## src/hdl/eul_pkg.sv

```systemverilog
// ----------------------------------------------------------------------------
// eul_pkg
// Shared types, constants and helper functions for the Euler angle to
// direction cosine matrix core.
// ----------------------------------------------------------------------------
package eul_pkg;

    localparam int CORDIC_STAGES = 16;
    localparam int OUT_FRAC_BITS = 14;
    localparam int ATAN_ENTRIES  = 24;
    localparam int CORDIC_N      = (CORDIC_STAGES < ATAN_ENTRIES) ? CORDIC_STAGES
                                                                  : ATAN_ENTRIES;

    localparam int PREP_STAGES   = 3;
    localparam int MERGE_STAGES  = 4;
    localparam int PIPE_STAGES   = PREP_STAGES + CORDIC_N + MERGE_STAGES;

    // angle reduction and conversion to a 32-bit binary angle
    localparam int FULL_CIRCLE   = 23040;
    localparam int THETA_MUL     = 186413;   // floor(2^23 / 45)
    localparam int THETA_REM     = 23;       // 2^23 - 45 * THETA_MUL
    localparam int THETA_BIAS    = 22;
    localparam int RECIP45       = 1491309;  // ceil(2^26 / 45)
    localparam int RECIP_SHIFT   = 26;

    localparam logic signed [33:0] CORDIC_X0 = 34'sh026DD3B6A;

    localparam int OUT_SHIFT     = 30 - OUT_FRAC_BITS;
    localparam int OUT_HALF      = (2 ** OUT_SHIFT) / 2;
    localparam int OUT_LIM       = 2 ** OUT_FRAC_BITS;

    typedef struct packed {
        logic signed [15:0] roll_angle;
        logic signed [15:0] pitch_angle;
        logic signed [15:0] yaw_angle;
    } t_angles;

    typedef struct packed {
        logic signed [15:0] m00;
        logic signed [15:0] m01;
        logic signed [15:0] m02;
        logic signed [15:0] m10;
        logic signed [15:0] m11;
        logic signed [15:0] m12;
        logic signed [15:0] m20;
        logic signed [15:0] m21;
        logic signed [15:0] m22;
    } t_dcm;

    function automatic logic [31:0] atan_turn(input int idx);
        logic [31:0] v;
        case (idx)
            0:       v = 32'h20000000;
            1:       v = 32'h12E4051E;
            2:       v = 32'h09FB385B;
            3:       v = 32'h051111D4;
            4:       v = 32'h028B0D43;
            5:       v = 32'h0145D7E1;
            6:       v = 32'h00A2F61E;
            7:       v = 32'h00517C55;
            8:       v = 32'h0028BE53;
            9:       v = 32'h00145F2F;
            10:      v = 32'h000A2F98;
            11:      v = 32'h000517CC;
            12:      v = 32'h00028BE6;
            13:      v = 32'h000145F3;
            14:      v = 32'h0000A2FA;
            15:      v = 32'h0000517D;
            16:      v = 32'h000028BE;
            17:      v = 32'h0000145F;
            18:      v = 32'h00000A30;
            19:      v = 32'h00000518;
            20:      v = 32'h0000028C;
            21:      v = 32'h00000146;
            22:      v = 32'h000000A3;
            23:      v = 32'h00000051;
            default: v = 32'h00000000;
        endcase
        return v;
    endfunction

    // Q2.30 to output format: round half up, saturate to +-1.0, keep 16 bits
    function automatic logic [15:0] to_out(input logic signed [33:0] q);
        logic signed [35:0] v;
        v = 36'(q);
        v = (v + 36'(OUT_HALF)) >>> OUT_SHIFT;
        if (v > 36'(OUT_LIM)) begin
            v = 36'(OUT_LIM);
        end else if (v < -36'(OUT_LIM)) begin
            v = -36'(OUT_LIM);
        end
        return v[15:0];
    endfunction

endpackage

```

## src/hdl/eul_cordic_lane.sv

```systemverilog
// ----------------------------------------------------------------------------
// eul_cordic_lane
// Pipelined CORDIC rotation, one stage per iteration, giving the cosine and
// sine of one folded binary angle in Q2.30.
// ----------------------------------------------------------------------------
module eul_cordic_lane (
    input  logic                                  i_clk,
    input  logic [eul_pkg::CORDIC_N-1:0]          i_en,
    input  logic signed [33:0]                    i_z,
    input  logic                                  i_flip,
    output logic signed [31:0]                    o_cos,
    output logic signed [31:0]                    o_sin
);
    import eul_pkg::*;

    logic signed [33:0] r_x [CORDIC_N];
    logic signed [33:0] r_y [CORDIC_N];
    logic signed [33:0] r_z [CORDIC_N];
    logic               r_f [CORDIC_N];

    logic signed [33:0] w_x [CORDIC_N];
    logic signed [33:0] w_y [CORDIC_N];
    logic signed [33:0] w_z [CORDIC_N];
    logic               w_f [CORDIC_N];

    logic signed [33:0] w_cos;
    logic signed [33:0] w_sin;

    assign w_x[0] = CORDIC_X0;
    assign w_y[0] = '0;
    assign w_z[0] = i_z;
    assign w_f[0] = i_flip;

    for (genvar i = 0; i < CORDIC_N; i++) begin : g_stage
        if (i > 0) begin : g_link
            assign w_x[i] = r_x[i-1];
            assign w_y[i] = r_y[i-1];
            assign w_z[i] = r_z[i-1];
            assign w_f[i] = r_f[i-1];
        end

        logic signed [33:0] w_dx;
        logic signed [33:0] w_dy;
        logic signed [33:0] w_at;

        assign w_dx = w_y[i] >>> i;
        assign w_dy = w_x[i] >>> i;
        assign w_at = $signed({2'b00, atan_turn(i)});

        always_ff @(posedge i_clk) begin
            if (i_en[i]) begin
                if (!w_z[i][33]) begin
                    r_x[i] <= w_x[i] - w_dx;
                    r_y[i] <= w_y[i] + w_dy;
                    r_z[i] <= w_z[i] - w_at;
                end else begin
                    r_x[i] <= w_x[i] + w_dx;
                    r_y[i] <= w_y[i] - w_dy;
                    r_z[i] <= w_z[i] + w_at;
                end
                r_f[i] <= w_f[i];
            end
        end
    end

    assign w_cos = r_f[CORDIC_N-1] ? -r_x[CORDIC_N-1] : r_x[CORDIC_N-1];
    assign w_sin = r_f[CORDIC_N-1] ? -r_y[CORDIC_N-1] : r_y[CORDIC_N-1];
    assign o_cos = $signed(w_cos[31:0]);
    assign o_sin = $signed(w_sin[31:0]);

endmodule

```

## config.mk

```make
export PLATFORM = sky130hd
export DESIGN_NAME = eul_cordic_lane
export DESIGN_NICKNAME = d
export VERILOG_FILES = /design/src/hdl/eul_pkg.sv /design/src/hdl/eul_cordic_lane.sv
export SDC_FILE = /design/constraint.sdc
export NUM_CORES = 2
export LEC_CHECK = 0
export BUFFER_PORTS_ARGS = -buffer_cell sky130_fd_sc_hd__buf_2
export CORE_ASPECT_RATIO = 0.75
export CORE_MARGIN = 1.5
export CORE_UTILIZATION = 43
export DETAILED_ROUTE_END_ITERATION = 10
export PLACE_DENSITY = 0.66
export SKIP_CTS_REPAIR_TIMING = 1
export SYNTH_ARGS = -nofsm -noshare
export SYNTH_HDL_FRONTEND = slang
export SYNTH_SLANG_ARGS = --single-unit
```

## constraint.sdc

```tcl
create_clock -name i_clk -period 6.4 [get_ports i_clk]
set_input_delay 1.28 -clock i_clk [delete_from_list [all_inputs] [get_ports i_clk]]
set_output_delay 1.28 -clock i_clk [all_outputs]
set_load 0.005 [all_outputs]
```

==> metrics <==
Longest Clk Path Bufs 4; CP required 6980 ps; I/O pin count 116; Final Hold Violating Endpoints 0; YS warnings 0; worst min path class reg2reg; wire length of the first global-routing pass 498000 µm; Skew-Pair Late Insertion Delay 870 ps; Max stage delay on crit path 820 ps; DRT antenna net count 0; f_max 0.169 GHz; Synth top area share 0.357; Final Critical Period 5920 ps; Finished Cell Area 136000 µm²; CTS tree done; routed vias/inst 5.72; Final Slew Violations 0; Root Driver clkbuf_16; sequential share of the synthesized area 0.357; CP Capture Type register; DP Area 130000 µm²; initial antenna violation count 6; Slew @ Worst Pin 1090 ps; Mapped Nets 14400; ys async rst share 0; sum of negative setup slack 0 ps; vias between 90000 and 100k; post-synthesis sequential element count 1483; TritonCTS Buffers 173; status complete, no violations; syn avg cell area just under 10 µm²; HPWL Detailed roughly 250000 µm; layout overhead on the synthesized area 8.97%; DRC Markers 0; Post-Route WL about 310000 µm; Die Y around 470 µm; commonest non-fill, non-tap cell in the layout edfxtp_1; Crit Path Class reg2reg; most frequent cells in the layout edfxtp_1, ha_1, a21oi_1; Final Skew 109 ps; First-pass DRT Iterations 9; 1st-iter DRT viols between 9000 and 10000; total core area about 290000 µm²; crit-path leading delay family simple AND/OR/NAND/NOR gates; highest-delay cell along the critical path o41ai_1; unique cell type count in the Yosys netlist 89; Final #Nets 14600; EDFF count, synth 1483; vias in the first global route 89500; layout cells sized above 1 0.0486; WHS 383 ps; worst-path cell chain inv_1 > ha_1 > nand2b_1 > or4_1 > nor2_1 > buf_4 > nand2_1 > or2_2 > nor2_1 > a21oi_1 > xor2_1 > ha_1 > and4_1 > nand2_1 > or2_2 > o41ai_1 > o21ai_0 > o311ai_0 > a21oi_1 > xnor2_1; Post-Syn Area 125000 µm²; grt ovf 0; Starting Density 0.434; max cap viols 0; synthesized instance count 12900; Final setup viols 0; largest net degree at the start of global routing 84; IO Port Bufs about 120; Horiz. Die Dim 625 µm; RSZ-0062 raised after global routing no; CTS H-Tree Depth 4; GRT Overall Usage 0.208; clock slew seen by the registers of the worst setup and hold paths 60 ps; # fillers 27000; CP max FO 6; Final Cycle Share 0.926; CP Buf/Inv Count 2; Crit path arrival time 6510 ps; die area 293000 µm²; top post-synthesis cells by area edfxtp_1, ha_1, xnor2_1, a21oi_1, xor2_1; dominant synthesized flop cell edfxtp_1; gp weighted congestion 0.939; CTS Sinks 1483; Routed WL per cell 18.3 µm; max_slew headroom 0.267; Yosys top cell by area edfxtp_1; row cnt 170; Worst Setup Start Kind register
## registers in the layout (all words and copies together), names as in the netlist
| signal | count |
|---|---|
| r_x | 482 |
| r_f | 16 |
| r_y | 509 |
| r_z | 476 |
## cell families (layout without fill, tap and decap cells)
kind of cell             Yosys count  count (layout)  share of synthesized area
AO/OA/AOI/OAI                   4019            4019                      0.204
XOR/XNOR                        1906            1906                      0.134
adder cells (fa/ha/maj)         1438            1438                      0.147
buffers and inverters            760            1088                     0.0230
flip-flops                      1483            1483                      0.357
multiplexers                      99              99                    0.00827
other                              0               4                          0
AND/OR/NAND/NOR                 3229            3229                      0.126
## final timing paths
check | slack, ps | cells past startpoint | startpoint | end
min | 380 | 0 | r_f[1][5] | r_f[1][6]
max | 480 | 20 | r_y[0][141] | r_x[0][203]
min reg2reg | 380 | 0 | r_f[1][5] | r_f[1][6]
max reg2reg | 480 | 20 | r_y[0][141] | r_x[0][203]
## cells in the mapped netlist, types with 112 or more instances
cell type / count
clkbuf_1: 171
nand2b_1: 241
a21o_1: 690
nor2b_1: 201
xor2_1: 617
nor3_1: 278
inv_1: 547
a31oi_1: 112
nor2_1: 946
o21bai_1: 198
o21a_1: 170
nand2_1: 694
o21ai_0: 719
ha_1: 1394
xnor2_1: 1289
edfxtp_1: 1483
a21oi_1: 1376
o31ai_1: 166
nand3_1: 235
## per-stage QoR
step                worst slack [ps]  instances   util
finish                           475      17100  0.473
CTS                              541      17000  0.473
global route                    26.9      17000  0.473
detailed placement               427      16700  0.453
global placement                 461      16700  0.453
floorplan                        773      12900      -
## metal layers
layer,routed length (µm),global-route usage
met1,159000,0.326
met5,0,0
met4,6490,0.0436
met3,23300,0.0288
met2,124000,0.300
## final cells by class
| cell class | instances | area, µm² | share of cell area |
|---|---|---|---|
| multi-input combinational | 10700 | 77200 | 0.569 |
| sequential | 1483 | 44500 | 0.328 |
| tap | 3784 | 4730 | 0.0349 |
| clock buffer | 197 | 4460 | 0.0329 |
| inverter | 555 | 2080 | 0.0153 |
| timing repair buffer | 228 | 1460 | 0.0107 |
| clock inverter | 108 | 1270 | 0.00933 |
| antenna | 4 | 10.0 | 0.0000737 |
Power is not shown: default switching activity piles up to over one toggle a cycle in this logic, so the estimate is an artifact.
