===== src/hdl/eul_pkg.sv =====
// ----------------------------------------------------------------------------
// eul_pkg
// Shared types, constants and helper functions for the Euler angle to
// direction cosine matrix core.
// ----------------------------------------------------------------------------
package eul_pkg;

    localparam int CORDIC_STAGES = 16;
    localparam int OUT_FRAC_BITS = 14;
    localparam int ATAN_ENTRIES  = 24;
    localparam int CORDIC_N      = (CORDIC_STAGES < ATAN_ENTRIES) ? CORDIC_STAGES
                                                                  : ATAN_ENTRIES;

    localparam int PREP_STAGES   = 3;
    localparam int MERGE_STAGES  = 4;
    localparam int PIPE_STAGES   = PREP_STAGES + CORDIC_N + MERGE_STAGES;

    // angle reduction and conversion to a 32-bit binary angle
    localparam int FULL_CIRCLE   = 23040;
    localparam int THETA_MUL     = 186413;   // floor(2^23 / 45)
    localparam int THETA_REM     = 23;       // 2^23 - 45 * THETA_MUL
    localparam int THETA_BIAS    = 22;
    localparam int RECIP45       = 1491309;  // ceil(2^26 / 45)
    localparam int RECIP_SHIFT   = 26;

    localparam logic signed [33:0] CORDIC_X0 = 34'sh026DD3B6A;

    localparam int OUT_SHIFT     = 30 - OUT_FRAC_BITS;
    localparam int OUT_HALF      = (2 ** OUT_SHIFT) / 2;
    localparam int OUT_LIM       = 2 ** OUT_FRAC_BITS;

    typedef struct packed {
        logic signed [15:0] roll_angle;
        logic signed [15:0] pitch_angle;
        logic signed [15:0] yaw_angle;
    } t_angles;

    typedef struct packed {
        logic signed [15:0] m00;
        logic signed [15:0] m01;
        logic signed [15:0] m02;
        logic signed [15:0] m10;
        logic signed [15:0] m11;
        logic signed [15:0] m12;
        logic signed [15:0] m20;
        logic signed [15:0] m21;
        logic signed [15:0] m22;
    } t_dcm;

    function automatic logic [31:0] atan_turn(input int idx);
        logic [31:0] v;
        case (idx)
            0:       v = 32'h20000000;
            1:       v = 32'h12E4051E;
            2:       v = 32'h09FB385B;
            3:       v = 32'h051111D4;
            4:       v = 32'h028B0D43;
            5:       v = 32'h0145D7E1;
            6:       v = 32'h00A2F61E;
            7:       v = 32'h00517C55;
            8:       v = 32'h0028BE53;
            9:       v = 32'h00145F2F;
            10:      v = 32'h000A2F98;
            11:      v = 32'h000517CC;
            12:      v = 32'h00028BE6;
            13:      v = 32'h000145F3;
            14:      v = 32'h0000A2FA;
            15:      v = 32'h0000517D;
            16:      v = 32'h000028BE;
            17:      v = 32'h0000145F;
            18:      v = 32'h00000A30;
            19:      v = 32'h00000518;
            20:      v = 32'h0000028C;
            21:      v = 32'h00000146;
            22:      v = 32'h000000A3;
            23:      v = 32'h00000051;
            default: v = 32'h00000000;
        endcase
        return v;
    endfunction

    // Q2.30 to output format: round half up, saturate to +-1.0, keep 16 bits
    function automatic logic [15:0] to_out(input logic signed [33:0] q);
        logic signed [35:0] v;
        v = 36'(q);
        v = (v + 36'(OUT_HALF)) >>> OUT_SHIFT;
        if (v > 36'(OUT_LIM)) begin
            v = 36'(OUT_LIM);
        end else if (v < -36'(OUT_LIM)) begin
            v = -36'(OUT_LIM);
        end
        return v[15:0];
    endfunction

endpackage


===== src/hdl/eul_angle_prep.sv =====
// ----------------------------------------------------------------------------
// eul_angle_prep
// Reduces one angle modulo 360 degrees, converts it to a binary angle and
// folds it into +-90 degrees. Three pipeline stages.
// ----------------------------------------------------------------------------
module eul_angle_prep (
    input  logic                                  i_clk,
    input  logic [eul_pkg::PREP_STAGES-1:0]       i_en,
    input  logic signed [15:0]                    i_angle,
    output logic signed [33:0]                    o_z,
    output logic                                  o_flip
);
    import eul_pkg::*;

    logic signed [16:0] w_a;
    logic signed [16:0] w_t;
    logic [14:0]        r_r;

    logic [31:0]        r_hi;
    logic [13:0]        r_q;
    logic [19:0]        w_v;
    logic [40:0]        w_vq;

    logic [31:0]        w_theta;
    logic               w_flip;
    logic signed [33:0] r_z;
    logic               r_flip;

    always_comb begin
        w_a = 17'(i_angle);
        w_t = w_a;
        if (w_a < 0) begin
            w_t = w_a + 17'(FULL_CIRCLE);
            if (w_t < 0) begin
                w_t = w_t + 17'(FULL_CIRCLE);
            end
        end else if (w_a >= 17'(FULL_CIRCLE)) begin
            w_t = w_a - 17'(FULL_CIRCLE);
        end
    end

    always_ff @(posedge i_clk) begin
        if (i_en[0]) begin
            r_r <= w_t[14:0];
        end
    end

    // theta = r*floor(2^23/45) + floor((23r + 22)/45)
    assign w_v  = 20'(r_r) * 20'(THETA_REM) + 20'(THETA_BIAS);
    assign w_vq = 41'(w_v) * 41'(RECIP45);

    always_ff @(posedge i_clk) begin
        if (i_en[1]) begin
            r_hi <= 32'(r_r) * 32'(THETA_MUL);
            r_q  <= w_vq[RECIP_SHIFT +: 14];
        end
    end

    assign w_theta = r_hi + 32'(r_q);
    assign w_flip  = w_theta[31] ^ w_theta[30];

    always_ff @(posedge i_clk) begin
        if (i_en[2]) begin
            r_z    <= 34'($signed({w_theta[31] ^ w_flip, w_theta[30:0]}));
            r_flip <= w_flip;
        end
    end

    assign o_z    = r_z;
    assign o_flip = r_flip;

endmodule


===== config.mk =====
export PLATFORM = sky130hd
export DESIGN_NAME = eul_angle_prep
export DESIGN_NICKNAME = d
export VERILOG_FILES = /design/src/hdl/eul_pkg.sv /design/src/hdl/eul_angle_prep.sv
export SDC_FILE = /design/constraint.sdc
export NUM_CORES = 1
export LEC_CHECK = 0
export BUFFER_PORTS_ARGS = -buffer_cell sky130_fd_sc_hd__buf_2
export CORE_MARGIN = 10
export CORE_UTILIZATION = 41
export CTS_BUF_LIST = sky130_fd_sc_hd__clkbuf_4
export CTS_CLUSTER_SIZE = 28
export DETAILED_ROUTE_END_ITERATION = 10
export GPL_ROUTABILITY_DRIVEN = 0
export PLACE_DENSITY = 0.59
export SLEW_MARGIN = 20
export SYNTH_ARGS = -nofsm -noshare
export SYNTH_HDL_FRONTEND = slang
export SYNTH_SLANG_ARGS = --single-unit

===== constraint.sdc =====
create_clock -name i_clk -period 13.5 [get_ports i_clk]
set_input_delay 2.7 -clock i_clk [delete_from_list [all_inputs] [get_ports i_clk]]
set_output_delay 2.7 -clock i_clk [all_outputs]
set_load 0.1 [all_outputs]

==> flow_summary.yaml, run 1 <==
outcome:
  status: "complete, no violations"
logic_synthesis:
  ys_seq_area_share_pct: 17.3
  synthTopCellsByCount: "inv_1, ha_1, fa_1, edfxtp_1, xnor2_1"
  yosysWarnings: 0
  synth.most_common_cell: "inv_1"
  synth_top_area_share_pct: 27.4
  synth_fp_nets: 2157
  syn-cell-area_um2: 16300
  syn_inst: 1574
  synth.avg_cell_area_um2: 10.4
  ys.flop_type: "edfxtp_1"
  synth.distinct_cells: 67
  synth_seq_cells: 94
  synth-async-reset-ratio_pct: 0
  synth_area_leaders: "ha_1, fa_1, edfxtp_1, inv_1, xnor2_1"
  synth_largest_area_cell: "ha_1"
  synth_edf_count: 94
worst_setup_path:
  slowest_delay_ns: 0.78
  worstPathArrival_ns: 10.89
  setup.worst_path.end_class: "flip-flop"
  critPathSlowestCell: "xnor2_1"
  crit_required_ns: 13.74
  cp_common_cell: "inv_1"
  crit_path_start_kind: "flip-flop"
  worstSetupPathType: "flip-flop to flip-flop"
  crit_fanout: 11
place:
  portBuffers: 54
  dpl.hpwl_um: 32000
  place_area_um2: 17200
flow_run:
  cap_violations: 0
cells_and_area:
  drive_gt1_share_pct: 5.38
  regArea_um2: 2820
  finalInstanceArea_um2: 17400
  finalCoreUtilization_pct: 44.0
  area_delta_synth_final_pct: 6.34
  fin_nets: 2214
  fillers: 3828
  multiInputGateArea_um2: 12000
clocking:
  cts_setup_buffers: 0
  hold_buffers: 0
  clk_path_buf_depth: 2
  clk_latency_ns: 0.51
  htree_num_levels: 3
  cts_sinks: 94
  tritoncts: "yes"
  cts_resized: 0
  cts_made_buffers: 9
  cts_root_buf: "clkbuf_4"
  clk_pin_slew_ns: 0.19
detailed_routing:
  wire_per_inst_um: 16.6
  viasPerCell: 4.99
  vias: 10800
  drt_iter0_drc: 556
  postRouteAntennaNets: 0
  wl_um: 36000
  drcViolationCount: 0
  drtPass1Iterations: 5
sta:
  finalSetupViolations: 0
  rsz0062_at_grt: "false"
  tns_ns: 0
  report.final.slew_viol_count: 0
  hold_ws_ns: 0.570
  final_hold_viol_count: 0
  period_minus_slack_ns: 10.65
  fmax_mhz: 93.9
  clock_skew_ns: 0.0447
  min_period_over_period_pct: 78.9
  slew_headroom_pct: 34.6
  worst_pin_slew_ns: 0.973
floorplan:
  initial_utilization_pct: 41.3
  die_area_um2: 48300
  num_rows: 73
  core_um2: 39500
  die_w_um: 220
  dieHeight_um: 220
  io_pins: 55
global_route:
  grt_pass1_vias: 11400
  grt_max_degree: 47
  grt_use_total_pct: 15.6
  overflow: 0
  antenna_found_initial: 3
  grt_pass1_wl_um: 59500
worst_hold_path:
  worstHoldPathType: "flip-flop to flip-flop"
[final timing paths]
check,start,to,slack [ns],depth (start not counted)
setup / recovery,r_r[2]$_DFFE_PP_,r_q[13]$_DFFE_PP_,2.85,36
hold / removal,r_hi[19]$_DFFE_PP_,o_z[19]$_DFFE_PP_,0.57,1
setup reg to reg,r_r[2]$_DFFE_PP_,r_q[13]$_DFFE_PP_,2.85,36
hold reg to reg,r_hi[19]$_DFFE_PP_,o_z[19]$_DFFE_PP_,0.57,1
[layer usage]
metal	part of all wire, %	global-route usage, %	vias to the layer above	wire length, um
met3	5.7	2.84	25	2070
met5	0.036	0	-	13
met2	45	25.0	207	16300
li1	-	-	5321	-
met4	0.83	2.33	2	299
met1	48	21.9	5242	17300
[stage by stage]
stage | worst slack [ns] | cells
4_1_cts | 2.85 | 2160
6_report | 2.85 | 2162
2_1_floorplan | 3.87 | 1574
5_1_grt | 2.18 | 2162
3_3_place_gp | 3.16 | 2145
3_5_place_dp | 2.96 | 2145
[final cells by class]
| class | instances | share of cell area [%] |
|---|---|---|
| repair buffers | 55 | 1.60 |
| flip-flops and latches | 94 | 16.2 |
| well taps | 525 | 3.78 |
| inverters | 393 | 8.49 |
| diodes | 2 | 0.0288 |
| clock inverters | 6 | 0.410 |
| multi-input cells | 1078 | 69.1 |
| clock buffers | 9 | 0.389 |
[layout by cell type, fill, tap and decap left out, types with 11 or more instances in the layout]
cell type,count
nor3_1,17
nor2_1,45
o21bai_1,16
buf_2,54
a211oi_1,12
o21a_1,13
fa_1,205
ha_1,358
a21o_1,33
nor2b_1,11
xor2_1,20
a21oi_1,70
o21ai_0,29
inv_1,392
xnor2_1,79
nand2_1,38
nand3_1,15
edfxtp_1,94
and3_1,15
[state kept, by name (all words and copies together), names as in the netlist]
signal	cells
r_hi	32
o_flip	1
r_q	14
r_r	15
o_z	32
[kinds of logic after synthesis]
logic type	count (synthesis)	share of synthesized area [%]
XOR/XNOR	101	5.59
multiplexers	3	0.191
AO/OA/AOI/OAI	220	9.14
AND/OR/NAND/NOR	191	6.02
flip-flops	94	17.3
buffers and inverters	402	9.28
adder cells (fa/ha/maj)	563	52.5
[worst max-delay path, delay by kind of cell, from the launching register on]
| kind | cells | cell delay (ns) |
|---|---|---|
| DFF | 1 | 0.63 |
| adders and majority gates | 11 | 4.79 |
| xor gates and xnor gates | 3 | 1.36 |
| buffers and inverters | 8 | 0.55 |
| AOI/OAI and AO/OA | 13 | 2.92 |
| and+or+nand+nor | 1 | 0.10 |
Power of run 1 is not shown: default switching activity piles up to over one toggle a cycle in this logic, so the estimate is an artifact.
==> run 2: changes to the inputs <==
==> constraint.sdc (replaced) <==
create_clock -name i_clk -period 10.2 [get_ports i_clk]
set_input_delay 2.04 -clock i_clk [delete_from_list [all_inputs] [get_ports i_clk]]
set_output_delay 2.04 -clock i_clk [all_outputs]
set_load 0.1 [all_outputs]
==> flow_summary.yaml, run 2 (synthesized netlist as in run 1, its figures left out) <==
worst_hold_path:
  worstHoldPathType: "flip-flop to flip-flop"
worst_setup_path:
  critPathBufInv: 6
  crit_path_start_kind: "flip-flop"
  worstPathArrival_ns: 9.95
  crit_required_ns: 10.43
  worstSetupPathType: "flip-flop to flip-flop"
  setup.worst_path.end_class: "flip-flop"
  crit_fanout: 6
  cp_common_cell: "fa_1"
  slowest_delay_ns: 0.54
  critPathSlowestCell: "fa_1"
  crit_family: "adder cells"
  reg2reg_slack_ns: 0.48
cells_and_area:
  drive_gt1_share_pct: 8.42
  fin_nets: 2241
  area_delta_synth_final_pct: 8.51
  most-common-layout-cells: "inv_1, ha_1, fa_1, edfxtp_1, xnor2_1"
  finalCoreUtilization_pct: 44.9
  layout_commonest_cell: "inv_1"
sta:
  final_hold_viol_count: 0
  finalSetupViolations: 0
  report.final.slew_viol_count: 0
  min_period_over_period_pct: 95.3
  slew_headroom_pct: 36.5
  fmax_mhz: 103
  clock_skew_ns: 0.0437
  worst_slack_ns: 0.484
  hold_ws_ns: 0.586
  worst_pin_slew_ns: 0.952
  period_minus_slack_ns: 9.72
detailed_routing:
  viasPerCell: 4.93
  wl_um: 35900
  postRouteAntennaNets: 0
  drcViolationCount: 0
  drt_iter0_drc: 512
  wire_per_inst_um: 16.4
  drtPass1Iterations: 5
  vias: 10800
place:
  dpl.hpwl_um: 31900
  portBuffers: 54
  pre_cts_slack_ns: 0.0560
clocking:
  tritoncts: "yes"
  clk_path_buf_depth: 2
  cts_sinks: 94
  htree_num_levels: 3
  clk_pin_slew_ns: 0.18
  cts_made_buffers: 9
  cts_root_buf: "clkbuf_4"
  clk_latency_ns: 0.51
floorplan:
  initial_utilization_pct: 41.3
  die_area_um2: 48300
  dieHeight_um: 220
  num_rows: 73
  core_um2: 39500
  io_pins: 55
  die_w_um: 220
global_route:
  grt_pass1_vias: 11400
  grt_max_degree: 47
  antenna_found_initial: 1
  overflow: 0
  grt_pass1_wl_um: 59200
  grt_use_total_pct: 15.5
flow_run:
  cap_violations: 0
outcome:
  status: "complete, no violations"
-- run 2: worst paths after layout --
path | to | cells past startpoint | start
worst max-delay path | r_q[13]$_DFFE_PP_ | 35 | r_r[4]$_DFFE_PP_
worst min register to register | o_flip$_DFFE_PP_ | 1 | r_hi[31]$_DFFE_PP_
worst max register to register | r_q[13]$_DFFE_PP_ | 35 | r_r[4]$_DFFE_PP_
worst min-delay path | o_flip$_DFFE_PP_ | 1 | r_hi[31]$_DFFE_PP_
-- run 2: metrics by stage --
stage,instances,setup TNS (ns),cell area [um2]
detailed placement,2165,0,17400
floorplan,1574,0,16300
CTS,2183,0,17500
global placement,2165,0,17400
global route,2189,-0.0648,17700
finish,2189,0,17700
-- run 2: layer usage --
layer	wire, um	GRT usage, %	vias up
met2	16300	24.7	177
met5	0	0	-
met1	17500	21.9	5210
met4	341	2.33	0
li1	-	-	5382
met3	1810	2.74	26
-- run 2: worst reg2reg max path: cells and delay by family (launching register included) --
kind / cells / cell delay [ns]
DFF: 1 / 0.48
xor gates and xnor gates: 1 / 0.28
and+or+nand+nor: 4 / 0.61
AOI/OAI and AO/OA: 11 / 2.45
muxes: 1 / 0.20
buffers and inverters: 6 / 0.38
adders and majority gates: 12 / 5.03
-- run 2: area by class of cell --
cell class,count,area [um2]
Timing Repair Buffer,82,480
Antenna cell,1,2.50
Inverter,393,1480
Multi-Input combinational cell,1078,12200
Clock inverter,7,62.6
Tap cell,525,657
Clock buffer,9,67.6
Fill cell,3732,21800
Sequential cell,94,2820
-- run 2: repair_timing --
item | 4_1_cts | 5_1_grt
setup buffers | 2 | 5
endpoints found under the setup margin | 1 | 8
hold buffers | 0 | 0
pin swaps | 0 | 9
gates resized for setup | 0 | 28
Power of run 2 is left out for the same reason.
==> run 3: changes to the inputs <==
--- a/config.mk
+++ b/config.mk
@@ -6,9 +6,11 @@
 export NUM_CORES = 1
 export LEC_CHECK = 0
 export BUFFER_PORTS_ARGS = -buffer_cell sky130_fd_sc_hd__buf_2
+export CORE_ASPECT_RATIO = 0.7
 export CORE_MARGIN = 10
 export CORE_UTILIZATION = 41
 export CTS_BUF_LIST = sky130_fd_sc_hd__clkbuf_4
+export CTS_CLUSTER_DIAMETER = 40
 export CTS_CLUSTER_SIZE = 28
 export DETAILED_ROUTE_END_ITERATION = 10
 export GPL_ROUTABILITY_DRIVEN = 0
==> flow_summary.yaml, run 3 (synthesized netlist as in run 1, its figures left out) <==
outcome:
  status: "complete, no violations"
global_route:
  grt_pass1_wl_um: 62400
  antenna_found_initial: 4
  overflow: 0
  grt_use_total_pct: 16.4
  grt_pass1_vias: 11300
  grt_max_degree: 47
sta:
  worst_slack_ns: 0.378
  period_minus_slack_ns: 9.82
  tns_ns: 0
  finalSetupViolations: 0
  worst_pin_slew_ns: 1.05
  report.final.slew_viol_count: 0
  final_hold_viol_count: 0
  min_period_over_period_pct: 96.3
  slew_headroom_pct: 30.3
  clock_skew_ns: 0.0280
  fmax_mhz: 102
clocking:
  cts_sinks: 94
  clk_path_buf_depth: 2
  clk_latency_ns: 0.55
  htree_num_levels: 3
  clk_pin_slew_ns: 0.18
  cts_made_buffers: 9
  hold_buffers: 0
  tritoncts: "yes"
  cts_root_buf: "clkbuf_4"
detailed_routing:
  wl_um: 38800
  drtPass1Iterations: 5
  postRouteAntennaNets: 0
  vias: 11100
  viasPerCell: 5.04
  drt_iter0_drc: 731
  drcViolationCount: 0
  wire_per_inst_um: 17.6
flow_run:
  cap_violations: 0
floorplan:
  io_pins: 55
  die_area_um2: 48400
  num_rows: 61
  initial_utilization_pct: 41.4
  dieHeight_um: 187
  core_um2: 39500
  die_w_um: 259
worst_setup_path:
  cp_common_cell: "fa_1"
  crit_path_start_kind: "flip-flop"
  worstSetupPathType: "flip-flop to flip-flop"
  critPathSlowestCell: "fa_1"
  setup.worst_path.end_class: "flip-flop"
  worstPathArrival_ns: 10.13
  crit_required_ns: 10.51
  slowest_delay_ns: 0.55
  crit_fanout: 6
cells_and_area:
  layout_commonest_cell: "inv_1"
  fillers: 3807
  fin_nets: 2245
  fin_cells: 2206
  most-common-layout-cells: "inv_1, ha_1, fa_1, edfxtp_1, xnor2_1"
  area_delta_synth_final_pct: 8.63
  drive_gt1_share_pct: 8.28
  finalCoreUtilization_pct: 44.9
place:
  placed_cells: 2179
  pre_cts_slack_ns: -0.0651
  portBuffers: 54
  dpl.hpwl_um: 34300
worst_hold_path:
  worstHoldPathType: "flip-flop to flip-flop"
-- run 3: cell types whose count changed in the layout (fill, tap and decap cells not counted), moves of 2 or more --
cell      previous run  this run
xnor2_1             74        76
clkinv_8             0         2
a21oi_2              5         3
diode_2              1         4
a21oi_1             66        68
buf_4               28        32
xnor2_2              5         3
-- run 3: cell type report --
class | count | area [um2] | area share [%]
well taps | 535 | 669 | 3.77
flip-flops and latches | 94 | 2820 | 15.9
diodes | 4 | 10.0 | 0.0564
clock inverters | 7 | 77.6 | 0.437
inverters | 393 | 1480 | 8.31
repair buffers | 86 | 510 | 2.87
clock buffers | 9 | 67.6 | 0.380
multi-input cells | 1078 | 12100 | 68.3
-- run 3: timing repair --
action | CTS | global route
endpoints found under the setup margin | 1 | 8
setup buffers | 1 | 6
pin swaps | 0 | 9
resized for setup | 2 | 18
-- run 3: routing by layer --
| layer | vias up | GRT usage (%) | routed length [um] | part of all wire [%] |
|---|---|---|---|---|
| met5 | - | 0 | 18 | 0.046 |
| met4 | 2 | 1.85 | 170 | 0.44 |
| met3 | 18 | 4.43 | 3090 | 8.0 |
| met2 | 286 | 21.3 | 14400 | 37 |
| met1 | 5433 | 26.4 | 21200 | 54 |
| li1 | 5381 | - | - | - |
-- run 3: final timing paths --
| kind | end | from | slack (ns) | cells after the start |
|---|---|---|---|---|
| min | o_z[0]$_DFFE_PP_ | r_q[0]$_DFFE_PP_ | 0.56 | 1 |
| max reg2reg | r_q[12]$_DFFE_PP_ | r_r[4]$_DFFE_PP_ | 0.38 | 36 |
| min reg2reg | o_z[0]$_DFFE_PP_ | r_q[0]$_DFFE_PP_ | 0.56 | 1 |
| max | r_q[12]$_DFFE_PP_ | r_r[4]$_DFFE_PP_ | 0.38 | 36 |
-- run 3: stage by stage --
step | hold WS, ns | area (um2)
2_1_floorplan | 0.513 | 16300
3_3_place_gp | 0.524 | 17400
3_5_place_dp | 0.534 | 17400
4_1_cts | 0.568 | 17600
5_1_grt | 0.591 | 17800
6_report | 0.560 | 17800
-- run 3: worst max-delay path, delay by kind of cell, from the launching register on --
kind,cells,cell delay (ns)
flip-flops,1,0.54
adder cells (fa/ha/maj),12,5.43
buffers and inverters,7,0.49
AND/OR/NAND/NOR,5,0.76
XOR/XNOR,2,0.28
AO/OA/AOI/OAI,10,2.07
Power of run 3 is left out for the same reason.
